--- src/hw/rtl/lrc_pkg.sv ---
// Shared types, codes and interval helpers for the LRU region cache directory.
package lrc_pkg;

  localparam int FILL_W = 41;
  localparam int TAG_W = 448;

  localparam logic [2:0] OP_INSERT = 3'd0;
  localparam logic [2:0] OP_LOOKUP = 3'd1;
  localparam logic [2:0] OP_INVAL = 3'd2;
  localparam logic [2:0] OP_EVICT1 = 3'd3;
  localparam logic [2:0] OP_EVICTSZ = 3'd4;

  localparam logic [1:0] ST_OK = 2'd0;
  localparam logic [1:0] ST_MISS = 2'd1;
  localparam logic [1:0] ST_FULL = 2'd2;
  localparam logic [1:0] ST_EMPTY = 2'd3;

  typedef struct packed {
    logic [2:0]       opcode;
    logic [63:0]      object_id;
    logic [1:0]       dims;
    logic [2:0][63:0] start;
    logic [2:0][63:0] extent;
    logic [35:0]      byte_amount;
  } req_t;

  typedef struct packed {
    logic [1:0]  status;
    logic [9:0]  slot;
    logic [35:0] buffer_offset;
    logic [35:0] byte_count;
    logic        exact_match;
    logic [10:0] removed_count;
  } res_t;

  function automatic logic inside_f(logic [63:0] rs, logic [63:0] re,
                                    logic [63:0] es, logic [63:0] ee);
    logic [63:0] d;
    d = rs - es;
    return (rs >= es) && (d <= ee) && (re <= ee - d);
  endfunction

  function automatic logic overlap_f(logic [63:0] as, logic [63:0] ae,
                                     logic [63:0] bs, logic [63:0] be);
    logic r;
    if (as >= bs) r = ((as - bs) < be) && (ae != 64'd0);
    else r = ((bs - as) < ae) && (be != 64'd0);
    return r;
  endfunction

  function automatic logic [35:0] sat36(logic [35:0] a, logic [35:0] b);
    logic [36:0] s;
    s = {1'b0, a} + {1'b0, b};
    return s[36] ? 36'hF_FFFF_FFFF : s[35:0];
  endfunction

endpackage

--- src/hw/rtl/lrc_front.sv ---
// Front end: accepts transactions, drops unknown opcodes, normalizes regions and queues the rest.
module lrc_front import lrc_pkg::*; #(
  parameter int MAX_DIMS = 3
) (
  input  logic clk,
  input  logic rst,
  input  logic in_valid,
  output logic in_ready,
  input  req_t in_req,
  output logic req_valid,
  input  logic req_ready,
  output req_t req
);
  req_t q [2];
  logic wptr, rptr;
  logic [1:0] cnt;
  req_t norm;
  logic push, pop, keep;
  logic [1:0] nd;

  localparam logic [1:0] MaxD = 2'(MAX_DIMS);

  always_comb begin
    nd = in_req.dims;
    if (nd == 2'd0) nd = 2'd1;
    if (nd > MaxD) nd = MaxD;
    norm = in_req;
    norm.dims = nd;
    for (int d = 0; d < 3; d++) begin
      if (2'(d) >= nd) begin
        norm.start[d] = 64'd0;
        norm.extent[d] = 64'd0;
      end
    end
  end

  assign in_ready = (cnt != 2'd2);
  assign keep = (in_req.opcode <= OP_EVICTSZ);
  assign push = in_valid && in_ready && keep;
  assign req_valid = (cnt != 2'd0);
  assign req = q[rptr];
  assign pop = req_valid && req_ready;

  always_ff @(posedge clk) begin
    if (push) q[wptr] <= norm;
    if (rst) begin
      wptr <= 1'b0;
      rptr <= 1'b0;
      cnt <= 2'd0;
    end else begin
      if (push) wptr <= ~wptr;
      if (pop) rptr <= ~rptr;
      cnt <= cnt + 2'(push) - 2'(pop);
    end
  end

  assert property (@(posedge clk) disable iff (rst) cnt <= 2'd2)
    else $error("queue count out of range");
  assert property (@(posedge clk) disable iff (rst) (cnt == 2'd0) |-> (wptr == rptr))
    else $error("empty queue with mismatched pointers");
  assert property (@(posedge clk) disable iff (rst)
                   (push && !pop) |=> (cnt == $past(cnt) + 2'd1))
    else $error("queue count did not follow a push");
endmodule

--- config.mk ---
export PLATFORM = sky130hd
export DESIGN_NAME = lrc_front
export DESIGN_NICKNAME = d
export VERILOG_FILES = /design/src/hw/rtl/lrc_pkg.sv /design/src/hw/rtl/lrc_front.sv
export SDC_FILE = /design/constraint.sdc
export NUM_CORES = 1
export LEC_CHECK = 0
export BUFFER_PORTS_ARGS = -buffer_cell sky130_fd_sc_hd__buf_2
export CAP_MARGIN = 10
export CORE_ASPECT_RATIO = 0.9
export CORE_MARGIN = 2
export CORE_UTILIZATION = 25
export CTS_CLUSTER_SIZE = 10
export DETAILED_ROUTE_END_ITERATION = 16
export PLACE_DENSITY = 0.41
export SYNTH_ARGS = -nofsm -noshare
export SYNTH_HDL_FRONTEND = slang
export SYNTH_SLANG_ARGS = --single-unit
--- constraint.sdc ---
create_clock -name clk -period 25.9 [get_ports clk]
set_input_delay 5.18 -clock clk [delete_from_list [all_inputs] [get_ports clk]]
set_output_delay 5.18 -clock clk [all_outputs]
set_load 0.02 [all_outputs]
======== Yosys cells after proc, flatten, opt, wreduce, memory -nomap -nowiden ========
Memory sizes are Yosys's and may differ from the RTL's. A register that Yosys moved wholly into a read port is not among the register bits.
Cells that the tools add are included.
storage, ports and cells
  flip-flop bits (word level) ............. 4
  memory bits (writable) .................. 978
  memories ................................ 1
memory list
  name  words  bits a word  rd ports  clocked after Yosys merged registers in  wr ports  RTL line         RTL
  q     2      489          1         1                                        1         lrc_front.sv:14  req_t q [2];
cells by class
  add/sub/neg operators ................... 2
  magnitude comparators ................... 5
  equality and inequality tests ........... 1
  muxes and demuxes ....................... 12
  bitwise logic cells ..................... 2
  reductions and logical operators ........ 5
operators with widths
  kind                  number
  $mux W64              6
  $ge A1 B2 Y1 const A  2
  $mux W1               4
  $mux W2               2
  $le A3 B3 Y1 const B  1
  $logic_and A1 B1 Y1   3
  $add A2 B1 Y2         1
  $ge A2 B2 Y1 const A  1
  $gt A2 B2 Y1 const B  1
  $logic_not A2 Y1      1
  $ne A2 B2 Y1 const B  1
  $not A1 Y1            2
  $reduce_bool A2 Y1    1
  $sub A2 B1 Y2         1

======== Depth between registers and ports, before layout ========
  depth after elaboration ................. 6
  mapped depth ............................ 8
  mapped depth without buffers ............ 8

======== Worst setup path before layout ========
No wires, ideal clock.
  path type ............................... in2reg
  start ................................... input port in_req[486] (netlist name)
  end ..................................... memory q[0][0] (netlist name) (enable)
  arrival ................................. 25725 ps
  required time ........................... 24545 ps
  slack ................................... -1180 ps
  cell stages on the path ................. 3
  path through ............................ o21ai_0 > nand3_1 > nor2_1
on the way
  longest elaborated chain between the ends .. 4
RTL lines
  item                           RTL line         RTL
  from (decl)                    lrc_front.sv:9   input req_t in_req,
  $le A3 B3 Y1                   lrc_front.sv:38  assign keep = (in_req.opcode <= OP_EVICTSZ);
  $logic_and A1 B1 Y1            lrc_front.sv:39  assign push = in_valid && in_ready && keep;
  $mux W1                        lrc_front.sv:45  if (push) q[wptr] <= norm;
  $mux W1 (not written as such)  lrc_front.sv:45
  to (decl)                      lrc_front.sv:14
Every way passes these cells.

==> reports/results.tsv <==
stage	metric	value	unit
grt	initial antenna violation count	56	
cts	CTS H-tree lvls	3	
yosys	Synthesized Nets	2471	
yosys	FF+latch count, synth	983	
worst_setup_path	WS Path Type	reg2out	
grt	first-pass GRT wire length	153.6	mm
yosys	Async SR Flop Fraction	0	
finish	register area	29470	um2
yosys	post-synthesis cell count	1976	
floorplanning	Die Y-Extent	373.1	um
floorplanning	core area	150300	um2
finish	final net count	3371	
finish	area delta synth->final	25.74	%
yosys	Synth Area in Compound Gates	0.0003307	
floorplanning	Starting Density	0.2517	
grt	vias in the first global route	22200	
power	Pwr Total	4.659	mW
yosys	Post-synth EDFFs	978	
yosys	simple-gate share of the synthesized area	0.04411	
worst_setup_path	Setup crit start kind	flop	
placed_design	hpwl dp	76.38	mm
yosys	synthesized area	37840	um2
placed_design	IO Port Bufs	983	
cts	root buf cell	clkbuf_16	
finish	design area	47580	um2
drt	post-route ant nets	0	
finish	count of non-filler cells in the finished layout	4932	
cts	maximum clock insertion buffer count	3	
placed_design	placed cell count	4746	
outcome	outcome	completed	
timing	worst slew pin tran	1.142	ns
cts	Clock Sink Count	983	
worst_setup_path	CP Capture Type	output port	
cts	CTS tree	yes	
yosys	YS warnings	0	
cts	# hold bufs at CTS	0	
floorplanning	Die Area	154500	um2
power	VDD IR-drop max	0.00005764	V
job	maxcap violations	0	
power	PD cells	97.92	nW/um2
yosys	syn avg cell area	19.15	um2
yosys	Synth area leaders	edfxtp_1 (78%), mux2_2 (14%), and2_1 (2.1%), and3_1 (2.1%), clkbuf_1 (1.7%)	
finish	area of the multi-input gates	7257	um2
timing	unrepaired setup endpoints after global routing	false	
cts	clk slew on worst S/H paths	0.05	ns
drt	drt pass-1 iters	5	
cts	Num CTS Buffers	114	
worst_setup_path	Worst EP arrival	4.82	ns
yosys	XOR/XNOR share of the synthesized area	0.0004629	
placed_design	Placed Area	44360	um2
yosys	Yosys cell types	21	
yosys	main combinational cell family by area after synthesis	multiplexers	
cts	Post-CTS Setup Bufs	0	
yosys	top cells by count, synth	edfxtp_1 (978), mux2_2 (458), clkbuf_1 (170)	
drt	DR vias/cell	4.171	
drt	vias	20570	
drt	Avg WL per Cell	21.92	um
yosys	multiplexer share of the synthesized area	0.1458	
grt	global-route usage over all layers	0.1357	
floorplanning	I/O pin cnt	984	
cts	clock latency on the worst-skew pair	0.73	ns
yosys	Synth Flop Type	edfxtp_1	
finish	final-layout fill cell count	14910	
floorplanning	Die X	414.1	um
yosys	Yosys top cell area share	0.7762	
timing	final period utilization	0.3860	
cts	CTS resizes	0	
timing	Final Setup Violations	0	
hold_path	worst min-delay path class	reg2reg	
placed_design	routability cong.	0.8080	
timing	clk_skew	0.01947	ns
floorplanning	standard-cell rows	135	
power	leakage	17.69	nW
worst_setup_path	worst-path fanout max	69	
yosys	post-synth top area cell	edfxtp_1	
drt	Detailed Route WL	108.1	mm
timing	final critical-path required period	9.996	ns
grt	largest net degree at the start of global routing	157	
yosys	post-synthesis sequential area ratio	0.7788	
yosys	most common cell in the synthesized netlist	edfxtp_1	
grt	grt ovf	0	
timing	final hold violation count	0	
drt	DRC viols	0	
worst_setup_path	required time of the critical path	20.72	ns
drt	First DRT Iteration DRCs	870	
timing	fmax	0.1000	GHz
finish	fraction of layout cells with a size suffix above 1	0.5470	
yosys	Adder-Cell Fraction of Synth Area	0.0006614	
timing	Final Max Tran Viols	0	
timing	max_slew headroom	0.2389	
==> where the power goes <==
part / internal, mW / switching, mW
Clock: 0.798 / 0.612
Sequential: 1.94 / 0.0459
Combinational: 0.464 / 0.799
Total: 3.20 / 1.46
==> kinds of logic (layout without fill, tap and decap cells) <==
| kind of cell | after synthesis | in the layout |
|---|---|---|
| xor+xnor | 2 | 2 |
| flops | 983 | 983 |
| other cells | 0 | 21 |
| buf+inv | 227 | 1176 |
| simple gates | 270 | 270 |
| mux | 490 | 490 |
| fa+ha+maj | 2 | 2 |
| compound gates | 2 | 2 |
==> registers in the layout, summed over array words and instances, names as in the netlist, named ones only <==
signal,cells
wptr,1
rptr,1
q,978
cnt,2
==> layout make-up <==
type	instances	area share
Inverter	2	0.0001578
Tap cell	1986	0.05223
Clock buffer	146	0.06270
Multi-Input combinational cell	766	0.1525
Timing Repair Buffer	1009	0.1080
Clock inverter	19	0.003866
Antenna cell	21	0.001105
Sequential cell	983	0.6195
==> critical path: stages (launching register included) <==
cell	delay, ns
dfxtp_4	0.86
buf_4	0.86
buf_4	0.75
buf_4	0.79
mux2_2	0.42
buf_2	0.16
==> per-stage QoR <==
step                       TNS, ns  setup WS [ns]  hold WS [ns]  utilization
final                            0          15.90        0.5243       0.3165
after global placement           0          15.70        0.4972       0.2951
after detailed placement         0          15.62        0.5086       0.2951
after CTS                        0          15.67        0.5255       0.3161
after global routing             0          15.51        0.5728       0.3164
after floorplan           -1153.78         -1.180        0.4810            -
==> metal layers <==
metal  track usage  part of all wire  vias to the layer above
li1              -                 -                     9261
met1        0.1402              0.36                    10370
met2        0.2460              0.53                      659
met3       0.05117             0.077                      239
met4       0.05377             0.034                       42
met5             0            0.0024                        -
==> layout by cell type, fill, tap and decap left out, types with 4 or more instances in the layout <==
cell and n:
nor2_1 5, buf_2 981, dfxtp_1 4, clkinv_2 4
edfxtp_1 978, and3_1 128, diode_2 21, mux2_1 32
clkbuf_16 114, and2_1 129, buf_4 26, mux2_2 458
clkbuf_1 31, clkinv_1 5
==> final timing paths <==
| check | startpoint | to | slack (ns) | cells after the start |
|---|---|---|---|---|
| max | flop | req[36] | 15.90 | 5 |
| max reg2reg | cnt[0] | q[1][213] | 20.55 | 7 |
| min | rptr | flop | 0.52 | 2 |
| min reg2reg | rptr | flop | 0.52 | 2 |
Note: power is estimated with default switching activity, not from simulation.
